File: config.mk
export PLATFORM = sky130hd
export DESIGN_NAME = tilt_gesture_armed_motor_drive_unit
export DESIGN_NICKNAME = d
export VERILOG_FILES = /design/src/hw/rtl/tgamd_pkg.sv /design/src/hw/rtl/tgamd_front.sv /design/src/hw/rtl/tgamd_queue.sv /design/src/hw/rtl/tgamd_back.sv /design/src/hw/rtl/tilt_gesture_armed_motor_drive_unit.sv
export SDC_FILE = /design/constraint.sdc
export NUM_CORES = 1
export LEC_CHECK = 0
export ABC_AREA = 1
export BUFFER_PORTS_ARGS = -buffer_cell sky130_fd_sc_hd__buf_2
export CAP_MARGIN = 20
export CORE_ASPECT_RATIO = 1.4
export CORE_UTILIZATION = 57
export CTS_CLUSTER_SIZE = 24
export DETAILED_ROUTE_END_ITERATION = 7
export MAX_ROUTING_LAYER = met4
export PLACE_DENSITY = 0.75
export SETUP_SLACK_MARGIN = 0.05
export SYNTH_ARGS = -nofsm -noshare
export SYNTH_HDL_FRONTEND = slang
export SYNTH_SLANG_ARGS = --single-unit
File: constraint.sdc
create_clock -name aclk -period 8.4 [get_ports aclk]
set_clock_uncertainty 0.1 [all_clocks]
set_input_delay 1.68 -clock aclk [delete_from_list [all_inputs] [get_ports aclk]]
set_output_delay 1.68 -clock aclk [all_outputs]
set_load 0.02 [all_outputs]
File: src/hw/rtl/tgamd_pkg.sv
// Package for the tilt gesture armed motor drive: shared types, constants and
// the reverse duty table. Depends on nothing; every other RTL file imports it.
package tgamd_pkg;

    // Widths fixed by the item fields and configuration registers.
    localparam int GYRO_W = 17;
    localparam int ROLL_W = 16;
    localparam int TIME_W = 32;
    localparam int CFG_W  = 16;
    localparam int DUTY_W = 8;
    localparam int STEP_W = 4;
    localparam int CFG_IDX_W = 2;
    localparam int DEG_W  = 9;     // whole degrees of roll magnitude, up to 327

    // Depth of the queue between the front and the back.
    localparam int QUEUE_DEPTH = 2;

    // Configuration register indexes.
    localparam logic [CFG_IDX_W-1:0] CFG_RATE_THRESHOLD     = 2'd0;
    localparam logic [CFG_IDX_W-1:0] CFG_DURATION_TOLERANCE = 2'd1;
    localparam logic [CFG_IDX_W-1:0] CFG_MIN_SWING_ANGLE    = 2'd2;

    localparam logic [CFG_W-1:0] RATE_THRESHOLD_RST     = 16'd70;
    localparam logic [CFG_W-1:0] DURATION_TOLERANCE_RST = 16'd200;
    localparam logic [CFG_W-1:0] MIN_SWING_ANGLE_RST    = 16'd1500;

    // floor(x / 100) = (x * RECIP_100) >> RECIP_SHIFT for x up to 32768.
    localparam int RECIP_100   = 5243;
    localparam int RECIP_SHIFT = 19;
    localparam int PROD_W      = 29;

    // Drive law thresholds, in whole degrees below level.
    localparam int BRAKE_DEG     = 20;
    localparam int FWD_FULL_DEG  = 45;
    localparam int FWD_ZERO_DEG  = 60;
    localparam int FWD_GAIN      = 255 / 15;
    localparam int REV_START_DEG = 90;
    localparam int REV_FULL_DEG  = 100;
    localparam logic [DUTY_W-1:0] DUTY_MAX     = 8'd255;
    localparam logic [DUTY_W-1:0] REV_DUTY_MAX = 8'd128;

    // Gesture steps.
    localparam logic [STEP_W-1:0] STEP_IDLE  = 4'd0;
    localparam logic [STEP_W-1:0] STEP_ARMED = 4'd4;
    localparam logic [STEP_W-1:0] STEP_TOP   = 4'd8;

    typedef enum logic [1:0] {
        DIR_STILL = 2'b00,
        DIR_UP    = 2'b01,
        DIR_DOWN  = 2'b10
    } dir_t;

    // One classified sample, handed from the front to the back.
    typedef struct packed {
        logic              brake_zone;   // roll above the brake angle
        logic [DUTY_W-1:0] fwd_duty;     // forward duty if not braking
        logic [DUTY_W-1:0] rev_duty;     // backward duty if forward is zero
        logic              swing_valid;  // a swing finished on this sample
        logic              swing_up;     // direction of that swing
        logic              angle_small;  // swing below the minimum angle
        logic [TIME_W-1:0] swing_len;    // swing length in ms
    } item_t;

    // Backward duty for one to nine degrees past the reverse start angle:
    // k * 128 / 10, truncated.
    function automatic logic [DUTY_W-1:0] rev_table(input logic [3:0] k);
        logic [DUTY_W-1:0] d;
        unique case (k)
            4'd1:    d = 8'd12;
            4'd2:    d = 8'd25;
            4'd3:    d = 8'd38;
            4'd4:    d = 8'd51;
            4'd5:    d = 8'd64;
            4'd6:    d = 8'd76;
            4'd7:    d = 8'd89;
            4'd8:    d = 8'd102;
            4'd9:    d = 8'd115;
            default: d = 8'd0;
        endcase
        return d;
    endfunction

endpackage

File: src/hw/rtl/tgamd_front.sv
// Front end: classifies each accepted sample into a direction, detects the end
// of a swing and works out the drive duties from the roll. Uses tgamd_pkg.
module tgamd_front (
    input  logic                                 aclk,
    input  logic                                 aresetn,
    input  logic                                 accept,
    input  logic signed [tgamd_pkg::GYRO_W-1:0]  gyro_rate,
    input  logic signed [tgamd_pkg::ROLL_W-1:0]  roll_angle,
    input  logic        [tgamd_pkg::TIME_W-1:0]  time_ms,
    input  logic        [tgamd_pkg::CFG_W-1:0]   rate_threshold,
    input  logic        [tgamd_pkg::CFG_W-1:0]   min_swing_angle,
    output tgamd_pkg::item_t                     item
);
    import tgamd_pkg::*;

    dir_t              dir_reg;
    logic [ROLL_W-1:0] still_angle_reg;
    logic [TIME_W-1:0] still_time_reg;

    logic [GYRO_W-1:0] gyro_bits;
    logic [GYRO_W-1:0] gyro_mag;
    logic [ROLL_W-1:0] roll_bits;
    logic [ROLL_W-1:0] roll_mag;
    logic [PROD_W-1:0] roll_prod;
    logic [DEG_W-1:0]  roll_deg;
    logic [DEG_W-1:0]  fwd_span;
    logic [DEG_W-1:0]  rev_span;
    logic [ROLL_W:0]   angle_diff;
    logic [ROLL_W:0]   angle_mag;
    dir_t              cur_dir;
    logic              restart;

    always_comb begin
        gyro_bits = gyro_rate;
        gyro_mag  = gyro_bits[GYRO_W-1] ? (GYRO_W'(0) - gyro_bits) : gyro_bits;
        if (gyro_mag > {1'b0, rate_threshold}) begin
            cur_dir = gyro_bits[GYRO_W-1] ? DIR_UP : DIR_DOWN;
        end else begin
            cur_dir = DIR_STILL;
        end
        restart = (cur_dir != dir_reg) || (cur_dir == DIR_STILL);

        // Whole degrees of roll magnitude; only negative roll is driven.
        roll_bits = roll_angle;
        roll_mag  = roll_bits[ROLL_W-1] ? (ROLL_W'(0) - roll_bits) : roll_bits;
        roll_prod = PROD_W'(roll_mag) * PROD_W'(RECIP_100);
        roll_deg  = DEG_W'(roll_prod >> RECIP_SHIFT);
        fwd_span  = DEG_W'(FWD_ZERO_DEG) - roll_deg;
        rev_span  = roll_deg - DEG_W'(REV_START_DEG);

        item.brake_zone = !roll_bits[ROLL_W-1] || (roll_deg < DEG_W'(BRAKE_DEG));
        if (roll_deg < DEG_W'(FWD_FULL_DEG)) begin
            item.fwd_duty = DUTY_MAX;
        end else if (roll_deg < DEG_W'(FWD_ZERO_DEG)) begin
            item.fwd_duty = DUTY_W'(12'(fwd_span[3:0]) * 12'(FWD_GAIN));
        end else begin
            item.fwd_duty = '0;
        end
        if (roll_deg >= DEG_W'(REV_FULL_DEG)) begin
            item.rev_duty = REV_DUTY_MAX;
        end else if (roll_deg > DEG_W'(REV_START_DEG)) begin
            item.rev_duty = rev_table(rev_span[3:0]);
        end else begin
            item.rev_duty = '0;
        end

        angle_diff = {still_angle_reg[ROLL_W-1], still_angle_reg}
                   - {roll_bits[ROLL_W-1], roll_bits};
        angle_mag  = angle_diff[ROLL_W] ? ((ROLL_W+1)'(0) - angle_diff) : angle_diff;

        item.swing_valid = restart && (dir_reg != DIR_STILL);
        item.swing_up    = (dir_reg == DIR_UP);
        item.angle_small = angle_mag < {1'b0, min_swing_angle};
        item.swing_len   = time_ms - still_time_reg;
    end

    always_ff @(posedge aclk) begin
        if (!aresetn) begin
            dir_reg         <= DIR_STILL;
            still_angle_reg <= '0;
            still_time_reg  <= '0;
        end else if (accept && restart) begin
            dir_reg         <= cur_dir;
            still_angle_reg <= roll_bits;
            still_time_reg  <= time_ms;
        end
    end

endmodule

File: src/hw/rtl/tgamd_queue.sv
// Short first-in first-out queue of classified items between front and back.
// Uses tgamd_pkg for the item type.
module tgamd_queue #(
    parameter int DEPTH = tgamd_pkg::QUEUE_DEPTH
) (
    input  logic             aclk,
    input  logic             aresetn,
    input  logic             push,
    input  tgamd_pkg::item_t push_item,
    input  logic             pop,
    output tgamd_pkg::item_t pop_item,
    output logic             full,
    output logic             empty
);
    import tgamd_pkg::*;

    localparam int PTR_W = (DEPTH > 1) ? $clog2(DEPTH) : 1;
    localparam int CNT_W = $clog2(DEPTH + 1);

    item_t              entry_reg [DEPTH];
    logic [PTR_W-1:0]   wr_ptr_reg;
    logic [PTR_W-1:0]   rd_ptr_reg;
    logic [CNT_W-1:0]   count_reg;
    logic               do_push;
    logic               do_pop;

    assign full     = (count_reg == CNT_W'(DEPTH));
    assign empty    = (count_reg == '0);
    assign do_push  = push && !full;
    assign do_pop   = pop && !empty;
    assign pop_item = entry_reg[rd_ptr_reg];

    always_ff @(posedge aclk) begin
        if (!aresetn) begin
            wr_ptr_reg <= '0;
            rd_ptr_reg <= '0;
            count_reg  <= '0;
        end else begin
            if (do_push) begin
                wr_ptr_reg <= (wr_ptr_reg == PTR_W'(DEPTH - 1)) ? '0 : wr_ptr_reg + 1'b1;
            end
            if (do_pop) begin
                rd_ptr_reg <= (rd_ptr_reg == PTR_W'(DEPTH - 1)) ? '0 : rd_ptr_reg + 1'b1;
            end
            if (do_push && !do_pop) begin
                count_reg <= count_reg + 1'b1;
            end else if (do_pop && !do_push) begin
                count_reg <= count_reg - 1'b1;
            end
        end
    end

    always_ff @(posedge aclk) begin
        if (do_push) begin
            entry_reg[wr_ptr_reg] <= push_item;
        end
    end

endmodule

File: src/hw/rtl/tgamd_back.sv
// Back end: applies the drive law from the held gesture step, then advances
// the gesture sequence, and holds the result in an output register. Uses tgamd_pkg.
module tgamd_back (
    input  logic                              aclk,
    input  logic                              aresetn,
    input  logic                              item_avail,
    input  tgamd_pkg::item_t                  item,
    output logic                              item_take,
    input  logic [tgamd_pkg::CFG_W-1:0]       duration_tolerance,
    output logic                              m_valid,
    input  logic                              m_ready,
    output logic [tgamd_pkg::DUTY_W-1:0]      m_motor_duty,
    output logic                              m_brake_on,
    output logic                              m_reverse_on,
    output logic [tgamd_pkg::STEP_W-1:0]      m_gesture_step
);
    import tgamd_pkg::*;

    logic [STEP_W-1:0] step_reg, step_next;
    logic [STEP_W-1:0] fallback_reg, fallback_next;
    logic [TIME_W-1:0] prior_len_reg, prior_len_next;
    logic              rev_latch_reg, rev_latch_next;
    logic              valid_reg;
    logic [DUTY_W-1:0] duty_reg, duty_next;
    logic              brake_reg, brake_next;

    logic [TIME_W:0]   len_diff;
    logic [TIME_W:0]   len_mag;
    logic              len_match;
    logic              want_up;
    logic [STEP_W-1:0] step_inc;

    assign item_take = item_avail && (!valid_reg || m_ready);

    always_comb begin
        // Drive law from the step held before this sample.
        duty_next      = '0;
        brake_next     = 1'b0;
        rev_latch_next = rev_latch_reg;
        if (step_reg >= STEP_ARMED) begin
            if (item.brake_zone) begin
                brake_next = 1'b1;
            end else if (item.fwd_duty != '0) begin
                duty_next = item.fwd_duty;
            end else if (item.rev_duty != '0) begin
                duty_next      = item.rev_duty;
                rev_latch_next = 1'b1;
            end else begin
                rev_latch_next = 1'b0;
            end
        end else begin
            rev_latch_next = 1'b0;
        end

        len_diff  = {1'b0, item.swing_len} - {1'b0, prior_len_reg};
        len_mag   = len_diff[TIME_W] ? ((TIME_W+1)'(0) - len_diff) : len_diff;
        len_match = len_mag[TIME_W-1:0] < TIME_W'(duration_tolerance);
        want_up   = (step_reg[1:0] == 2'b10);
        step_inc  = step_reg + 1'b1;

        step_next      = step_reg;
        fallback_next  = fallback_reg;
        prior_len_next = prior_len_reg;
        if (item.swing_valid) begin
            // Steps from the top step upwards are left alone by a swing unless its angle is too small.
            if (step_reg < STEP_TOP) begin
                if (step_reg[1:0] == 2'b00) begin
                    if (item.swing_up) begin
                        step_next      = step_inc;
                        prior_len_next = item.swing_len;
                    end
                end else if ((item.swing_up == want_up) && len_match) begin
                    step_next      = step_inc;
                    prior_len_next = item.swing_len;
                    if (step_inc == STEP_ARMED) begin
                        fallback_next = STEP_ARMED;
                    end else if (step_inc == STEP_TOP) begin
                        fallback_next = STEP_IDLE;
                    end
                end else begin
                    step_next = fallback_reg;
                end
            end
            if (item.angle_small) begin
                step_next = fallback_next;
            end
        end
    end

    always_ff @(posedge aclk) begin
        if (!aresetn) begin
            step_reg      <= STEP_IDLE;
            fallback_reg  <= STEP_IDLE;
            prior_len_reg <= '0;
            rev_latch_reg <= 1'b0;
            valid_reg     <= 1'b0;
        end else begin
            if (item_take) begin
                step_reg      <= step_next;
                fallback_reg  <= fallback_next;
                prior_len_reg <= prior_len_next;
                rev_latch_reg <= rev_latch_next;
                valid_reg     <= 1'b1;
            end else if (m_ready) begin
                valid_reg     <= 1'b0;
            end
        end
    end

    always_ff @(posedge aclk) begin
        if (item_take) begin
            duty_reg  <= duty_next;
            brake_reg <= brake_next;
        end
    end

    assign m_valid        = valid_reg;
    assign m_motor_duty   = duty_reg;
    assign m_brake_on     = brake_reg;
    assign m_reverse_on   = rev_latch_reg;
    assign m_gesture_step = step_reg;

endmodule

File: src/hw/rtl/tilt_gesture_armed_motor_drive_unit.sv
// Tilt gesture armed motor drive, top level: configuration registers, front
// end, item queue and back end. Uses tgamd_pkg, tgamd_front, tgamd_queue, tgamd_back.
//
// The block takes one sensor sample per item (gyro rate, roll angle and a
// millisecond time) and returns exactly one result item for it: motor duty,
// brake, reverse line and the gesture step after the sample. It accepts one
// item every clock cycle for as long as the result side keeps up. The front
// end classifies a sample in the cycle it is accepted and the item is written
// into the queue; the back end steps the gesture sequence when it takes the
// item from the queue, and registers the result, which is held until taken.
// The queue between the two (QUEUE_DEPTH items) lets the input keep flowing
// for that many items while the result side stalls; s_ready drops only when
// the queue is full. The drive outputs of a sample come from the gesture
// step held before that sample; a step of four or more counts as armed.
// Configuration registers (rate threshold, duration tolerance, minimum swing
// angle) are written through cfg_wr_en, cfg_index and cfg_data with no wait
// state, and should only be changed while no item is in flight; a write to
// an index beyond the three registers is ignored.
module tilt_gesture_armed_motor_drive_unit #(
    parameter int QUEUE_DEPTH = tgamd_pkg::QUEUE_DEPTH
) (
    input  logic                                   aclk,
    input  logic                                   aresetn,
    // Configuration write port
    input  logic                                   cfg_wr_en,
    input  logic        [tgamd_pkg::CFG_IDX_W-1:0] cfg_index,
    input  logic        [tgamd_pkg::CFG_W-1:0]     cfg_data,
    // Sample input
    input  logic                                   s_valid,
    output logic                                   s_ready,
    input  logic signed [tgamd_pkg::GYRO_W-1:0]    s_gyro_rate,
    input  logic signed [tgamd_pkg::ROLL_W-1:0]    s_roll_angle,
    input  logic        [tgamd_pkg::TIME_W-1:0]    s_time_ms,
    // Result output
    output logic                                   m_valid,
    input  logic                                   m_ready,
    output logic        [tgamd_pkg::DUTY_W-1:0]    m_motor_duty,
    output logic                                   m_brake_on,
    output logic                                   m_reverse_on,
    output logic        [tgamd_pkg::STEP_W-1:0]    m_gesture_step
);
    import tgamd_pkg::*;

    logic [CFG_W-1:0] rate_threshold_reg;
    logic [CFG_W-1:0] duration_tolerance_reg;
    logic [CFG_W-1:0] min_swing_angle_reg;

    logic  s_accept;
    logic  queue_full;
    logic  queue_empty;
    logic  queue_pop;
    item_t front_item;
    item_t queue_item;

    // Configuration registers; each write lands at the edge it is presented.
    always_ff @(posedge aclk) begin
        if (!aresetn) begin
            rate_threshold_reg     <= RATE_THRESHOLD_RST;
            duration_tolerance_reg <= DURATION_TOLERANCE_RST;
            min_swing_angle_reg    <= MIN_SWING_ANGLE_RST;
        end else if (cfg_wr_en) begin
            priority if (cfg_index == CFG_RATE_THRESHOLD) begin
                rate_threshold_reg <= cfg_data;
            end else if (cfg_index == CFG_DURATION_TOLERANCE) begin
                duration_tolerance_reg <= cfg_data;
            end else if (cfg_index == CFG_MIN_SWING_ANGLE) begin
                min_swing_angle_reg <= cfg_data;
            end
        end
    end

    // An item is taken whenever the queue has room for it.
    assign s_ready  = !queue_full;
    assign s_accept = s_valid && s_ready;

    tgamd_front u_front (
        .aclk            (aclk),
        .aresetn         (aresetn),
        .accept          (s_accept),
        .gyro_rate       (s_gyro_rate),
        .roll_angle      (s_roll_angle),
        .time_ms         (s_time_ms),
        .rate_threshold  (rate_threshold_reg),
        .min_swing_angle (min_swing_angle_reg),
        .item            (front_item)
    );

    tgamd_queue #(
        .DEPTH (QUEUE_DEPTH)
    ) u_queue (
        .aclk      (aclk),
        .aresetn   (aresetn),
        .push      (s_accept),
        .push_item (front_item),
        .pop       (queue_pop),
        .pop_item  (queue_item),
        .full      (queue_full),
        .empty     (queue_empty)
    );

    tgamd_back u_back (
        .aclk               (aclk),
        .aresetn            (aresetn),
        .item_avail         (!queue_empty),
        .item               (queue_item),
        .item_take          (queue_pop),
        .duration_tolerance (duration_tolerance_reg),
        .m_valid            (m_valid),
        .m_ready            (m_ready),
        .m_motor_duty       (m_motor_duty),
        .m_brake_on         (m_brake_on),
        .m_reverse_on       (m_reverse_on),
        .m_gesture_step     (m_gesture_step)
    );

endmodule
Yosys cells after proc, flatten, opt, wreduce, memory -nomap -nowiden
Memory sizes are Yosys's and may differ from the RTL's. A register that Yosys moved wholly into a read port is not among the register bits.
Index checks and enable logic that the tools add are counted.
- add/sub/neg operators: 14
- $mul: 2
- magnitude comparators: 10
- equal/unequal tests: 13
- mux-type cells: 40
- bitwise operators: 3
- reductions and logical operators: 37
- operators by type and width (operator ; number):
    32-bit two-way mux ; 4
    8-bit two-way mux ; 6
    4-bit two-way mux ; 10
    17-bit two-way mux ; 2
    1-bit by 17-bit subtractor with 17-bit output (first input constant) ; 2
    32-bit by 32-bit subtractor with 33-bit output ; 1
    32-bit by 16-bit < comparator with 1-bit output ; 1
    1-bit by 32-bit subtractor with 32-bit output (first input constant) ; 1
    32-bit subtractor ; 1
    16-bit by 13-bit multiplier with 28-bit output (second input constant) ; 1
    9-bit by 6-bit < comparator with 1-bit output (second input constant) ; 2
    17-bit by 16-bit > comparator with 1-bit output ; 1
    17-bit by 16-bit < comparator with 1-bit output ; 1
    16-bit by 16-bit subtractor with 17-bit output ; 1
    16-bit two-way mux ; 1
    8-bit nonzero test ; 2
    1-bit by 16-bit subtractor with 16-bit output (first input constant) ; 1
    1-bit two-way mux ; 13
    2-bit nonzero test ; 5
    9-bit by 7-bit greater-or-equal comparator with 1-bit output (second input constant) ; 1
    9-bit by 7-bit > comparator with 1-bit output (second input constant) ; 1
    1-bit logical AND ; 9
    9-bit by 5-bit < comparator with 1-bit output (second input constant) ; 1
    2-bit logical NOT ; 4
    other kinds (27) ; 47
- register bits after elaboration: 153
- RAM bits: 104
- bits in read-only memories: 112
- input port bits: 88
- output and inout port bits: 16
- word-level logic and storage cells: 137
- memories kept: 2
- memory list (memory ; words ; bits a word ; rd ports ; clocked after Yosys merged registers in ; write ports ; RTL line ; source):
    (no name shown) ; 16 ; 7 ; 1 ; 0 ; 0 ; tgamd_pkg.sv:68 ; unique case (k)
    u_queue.entry_reg ; 2 ; 52 ; 1 ; 1 ; 1 ; tgamd_queue.sv:20 ; item_t entry_reg [DEPTH];

Depth between registers and ports, before layout
- depth after elaboration: 9
- depth in mapped cells: 42
- depth with buffers taken out: 40

Hierarchy
Synthesis repeated with hierarchy kept, for this count alone.
- cells, all modules: 3534
- area total of the unflattened synthesis: 24817.6 um^2
- modules (own cells, without submodules) (module ; times used ; cells an instance ; area each (um^2) ; sequential area each (um^2)):
    tgamd_front ; 1 ; 1833 ; 11797.6 ; 1001.0
    tgamd_back ; 1 ; 1209 ; 6775.2 ; 1111.1
    tgamd_queue ; 1 ; 200 ; 4252.8 ; 3223.1
    tilt_gesture_armed_motor_drive_unit ; 1 ; 292 ; 1991.9 ; 960.9

Worst setup path before layout
No wires, ideal clock.
- path type: input-to-reg
- start: in s_roll_angle[1] (netlist name)
- end: mem u_queue.entry_reg[0][39] (netlist name), data pin
- library setup time: 0.149 ns
- arrival time: 8.087 ns
- data required time: 8.151 ns
- path slack: 0.063 ns
- stages on the path: 38
- path buffers: 0
- path through: inv_1 ha_1 inv_1 nor2_1 inv_1 nor2_1 nand3_1 o31ai_1 nand2_1 xor2_1 inv_1 fa_1 inv_1 ha_1 inv_1 fa_1 inv_1 fa_1 [... 2 more ...] inv_1 ha_1 a21oi_1 o21ai_0 nor2_1 nand2_1 nand3_1 nand2_1 xnor2_1 inv_1 ha_1 inv_1 o21ai_0 o21ai_0 nand2_1 nor2_1 o21ai_0 nor2_1
- word-level cells in the longest chain between the ends: 7
- elaborated cells between the ends (all ways): 9
- those cells by class: 2 x add/sub; 1 x mul; 2 x order compare; 3 x mux; 1 x memory
- ends and longest elaborated chain (element ; RTL line ; source):
    start: declaration ; tilt_gesture_armed_motor_drive_unit.sv:32 ; input logic signed [tgamd_pkg::ROLL_W-1:0] s_roll_angle,
    1-bit by 16-bit subtractor with 16-bit output ; tgamd_front.sv:45 ; roll_mag = roll_bits[ROLL_W-1] ? (ROLL_W'(0) - roll_bits) : roll_bits;
    16-bit two-way mux * ; tgamd_front.sv:45 ;
    16-bit by 13-bit multiplier with 28-bit output * ; tgamd_front.sv:46 ; roll_prod = PROD_W'(roll_mag) * PROD_W'(RECIP_100);
    4-bit subtractor ; tgamd_front.sv:49 ; rev_span = roll_deg - DEG_W'(REV_START_DEG);
    memory 16 x 7 bit ; n/a ;
    8-bit two-way mux ; tgamd_front.sv:61 ; end else if (roll_deg > DEG_W'(REV_START_DEG)) begin
    8-bit two-way mux * ; tgamd_front.sv:59 ; if (roll_deg >= DEG_W'(REV_FULL_DEG)) begin
    end: declaration ; tgamd_queue.sv:20 ;
Mark *: on every way between the ends. The rest lies on a longest branch, timed or not.

Final worst setup path
- start: in s_roll_angle[0] (netlist name)
- end: mem u_queue.entry_reg[0][50] (netlist name), data pin
- word-level cells in the longest chain between the ends: 7
- elaborated cells between the ends (all ways): 9
- those cells by class: 2 x add/sub; 2 x mul; 2 x order compare; 3 x mux
- ends and longest elaborated chain (element ; RTL line ; source):
    1-bit by 16-bit subtractor with 16-bit output ; tgamd_front.sv:45 ;
    16-bit two-way mux * ; tgamd_front.sv:45 ;
    16-bit by 13-bit multiplier with 28-bit output * ; tgamd_front.sv:46 ;
    4-bit subtractor ; tgamd_front.sv:48 ; fwd_span = DEG_W'(FWD_ZERO_DEG) - roll_deg;
    4-bit by 5-bit multiplier with 8-bit output ; tgamd_front.sv:55 ; item.fwd_duty = DUTY_W'(12'(fwd_span[3:0]) * 12'(FWD_GAIN));
    8-bit two-way mux ; tgamd_front.sv:54 ; end else if (roll_deg < DEG_W'(FWD_ZERO_DEG)) begin
    8-bit two-way mux * ; tgamd_front.sv:52 ; if (roll_deg < DEG_W'(FWD_FULL_DEG)) begin
Marked as above.

==> out/metrics.cfg <==
[status]
status=completed

[setup_path]
slowest_delay_ns=0.55
critPathCapture=u_queue.entry_reg[0][50]
regToRegEndpoint=u_back.prior_len_reg[0]
reg2regPathDepth=35
cp_slowest_cell=fa_1
path_class=input port to flip-flop
cpMostUsedCell=inv_1
crit_arrival_ns=8.07
critical_path.startpoint=s_roll_angle[0]
worst_setup_path_start_kind=input port
worstSetupEndpointType=flip-flop
required_ns=8.61
path_max_fanout=5
regToRegSetupSlack_ns=2.06

[route]
routedWlPerCell_um=15.2
first_iter_violations=958
drc=0
vias=18500
vias_per_cell=5.35
dr.pass1.iters=5
postRouteAntennaNets=0
wl_mm=52.6

[synth]
yosys-top-cells-area=ha_1, edfxtp_1, dfxtp_1
synth_most_common_cell=nand2_1
yosysTopAreaCell=ha_1
synth-edff-count=99
synth_top_area_share_pct=14.3
seq_area_frac_synth_pct=27.9
ys_types=56
synthTopCellsByCount=nand2_1, inv_1, a21oi_1
synth_warnings=0
synth.avg_cell_area_um2=7.40
syn_nets=3249
ys_async_sr_fraction_pct=0
synth_ff_type=dfxtp_1
postSynthCellCount=2848
syn_area_um2=21100
synth_seq_cells=244

[final_layout]
largest_reg_flops=92
area_growth_pct=9.62
antenna_cells=0
fin_nets=3374
final_layout_size_suffix_gt1_share_pct=9.10
fill_cells=3355
final_area_um2=23100

[die]
die_area_um2=37800
die_w_um=165
die_h_um=230
core_area_um2=36600
io_pins=104
start_util_pct=57.7
fp-row-count=83

[sta]
setup_violations=0
post-route-period-util_pct=93.5
fmax_mhz=127
hold_viol=0
fin_crit_ns=7.86
max_slew_margin_pct=37.5
rsz0062_at_grt=false
slew_violations=0
tightest_slew_ns=0.928

[global_route]
grt_overflow=0
grt_pass1_wl_mm=87.3
antenna_found_initial=0
grt_max_degree=76
grt_util_all_layers_pct=29.5
grt_pass1_vias=18200

[clock_network]
clk_pin_slew_worst_paths_ns=0.07
cts-root-buf=clkbuf_16
htreeDepth=1
clock_latency_ns=0.56
clockBufferDepth=3
numCtsBuffers=25
cts.sink_count=244
cts_tree=done

[run]
cap_violations=0

[placement]
port_buffers=103
dp_hpwl_mm=43.1
gp_congestion=0.919
dpl_cell_area_um2=22300

[min_path]
hp-class=flip-flop to flip-flop

worst min-delay path by stage:
stage                             start                  endpoint  slack [ns]  cells after the start
6_report       u_back.prior_len_reg[29]  u_back.prior_len_reg[29]        0.36                      2
5_1_grt         u_back.prior_len_reg[5]   u_back.prior_len_reg[5]        0.37                      2
4_1_cts              u_queue.rd_ptr_reg                 flip-flop        0.36                      1
3_5_place_dp         u_queue.rd_ptr_reg                 flip-flop        0.35                      1
3_3_place_gp         u_queue.rd_ptr_reg        u_queue.rd_ptr_reg        0.34                      1
2_1_floorplan        u_queue.rd_ptr_reg                 flip-flop        0.33                      1
logic make-up (layout without fill, tap and decap cells):
kind of cell	Yosys count	count (layout)	share of synthesized area [%]
AOI/OAI and AO/OA	503	503	12.9
xor gates and xnor gates	125	125	5.19
adders and majority gates	313	313	21.1
buffers and inverters	599	741	11.0
DFF	244	244	27.9
muxes	5	5	0.237
and+or+nand+nor	1059	1059	21.7
layout make-up:
cell class / instances / area [um^2] / share of cell area [%]
inverters: 543 / 2040 / 8.82
clock inverters: 17 / 160 / 0.693
well taps: 467 / 584 / 2.53
clock buffers: 27 / 643 / 2.78
multi-input cells: 2005 / 12900 / 55.9
flip-flops and latches: 244 / 5880 / 25.4
repair buffers: 154 / 901 / 3.90
through the flow:
stage	setup slack, ns	std cells	setup TNS [ns]	hold slack [ns]	utilization, %
after floorplan	0.0633	2848	0	0.325	-
after global placement	0.103	3412	0	0.336	61.0
after detailed placement	-0.0524	3412	-0.354	0.346	61.0
after CTS	0.520	3456	0	0.358	63.2
after global routing	0.0649	3457	0	0.374	63.2
final	0.544	3457	0	0.358	63.2
critical path: cells and delay by family:
| kind | cells | cell delay, ns |
|---|---|---|
| adders and majority gates | 8 | 3.00 |
| AOI/OAI and AO/OA | 8 | 1.24 |
| buffers and inverters | 10 | 0.92 |
| and+or+nand+nor | 7 | 0.89 |
| xor gates and xnor gates | 1 | 0.32 |
layer usage:
layer | global-route usage, % | vias up | routed length [um]
li1 | - | 9399 | -
met1 | 34.0 | 8653 | 21900
met2 | 53.6 | 332 | 27800
met3 | 2.01 | 99 | 1330
met4 | 9.35 | 0 | 1590
met5 | - | - | 0
cell usage in the layout (no fill, tap or decap), types with 99 or more instances in the layout:
master      n
edfxtp_1   99
buf_2     102
o21ai_0   147
nor2_1    168
nand3_1   113
dfxtp_1   145
nand2_1   638
a21oi_1   252
inv_1     532
ha_1      241
xor2_1    100
repair_timing:
| action | CTS | global route |
|---|---|---|
| gates resized for setup | 0 | 4 |
| hold buffers | 0 | 0 |
| setup endpoints to repair | 0 | 18 |
| endpoints found under the hold margin | 0 | 0 |
| buffers inserted | 0 | 1 |
Power is left out: the tool's default activity adds up to more than one toggle a clock period on the data nets, which glitch-free logic cannot reach.
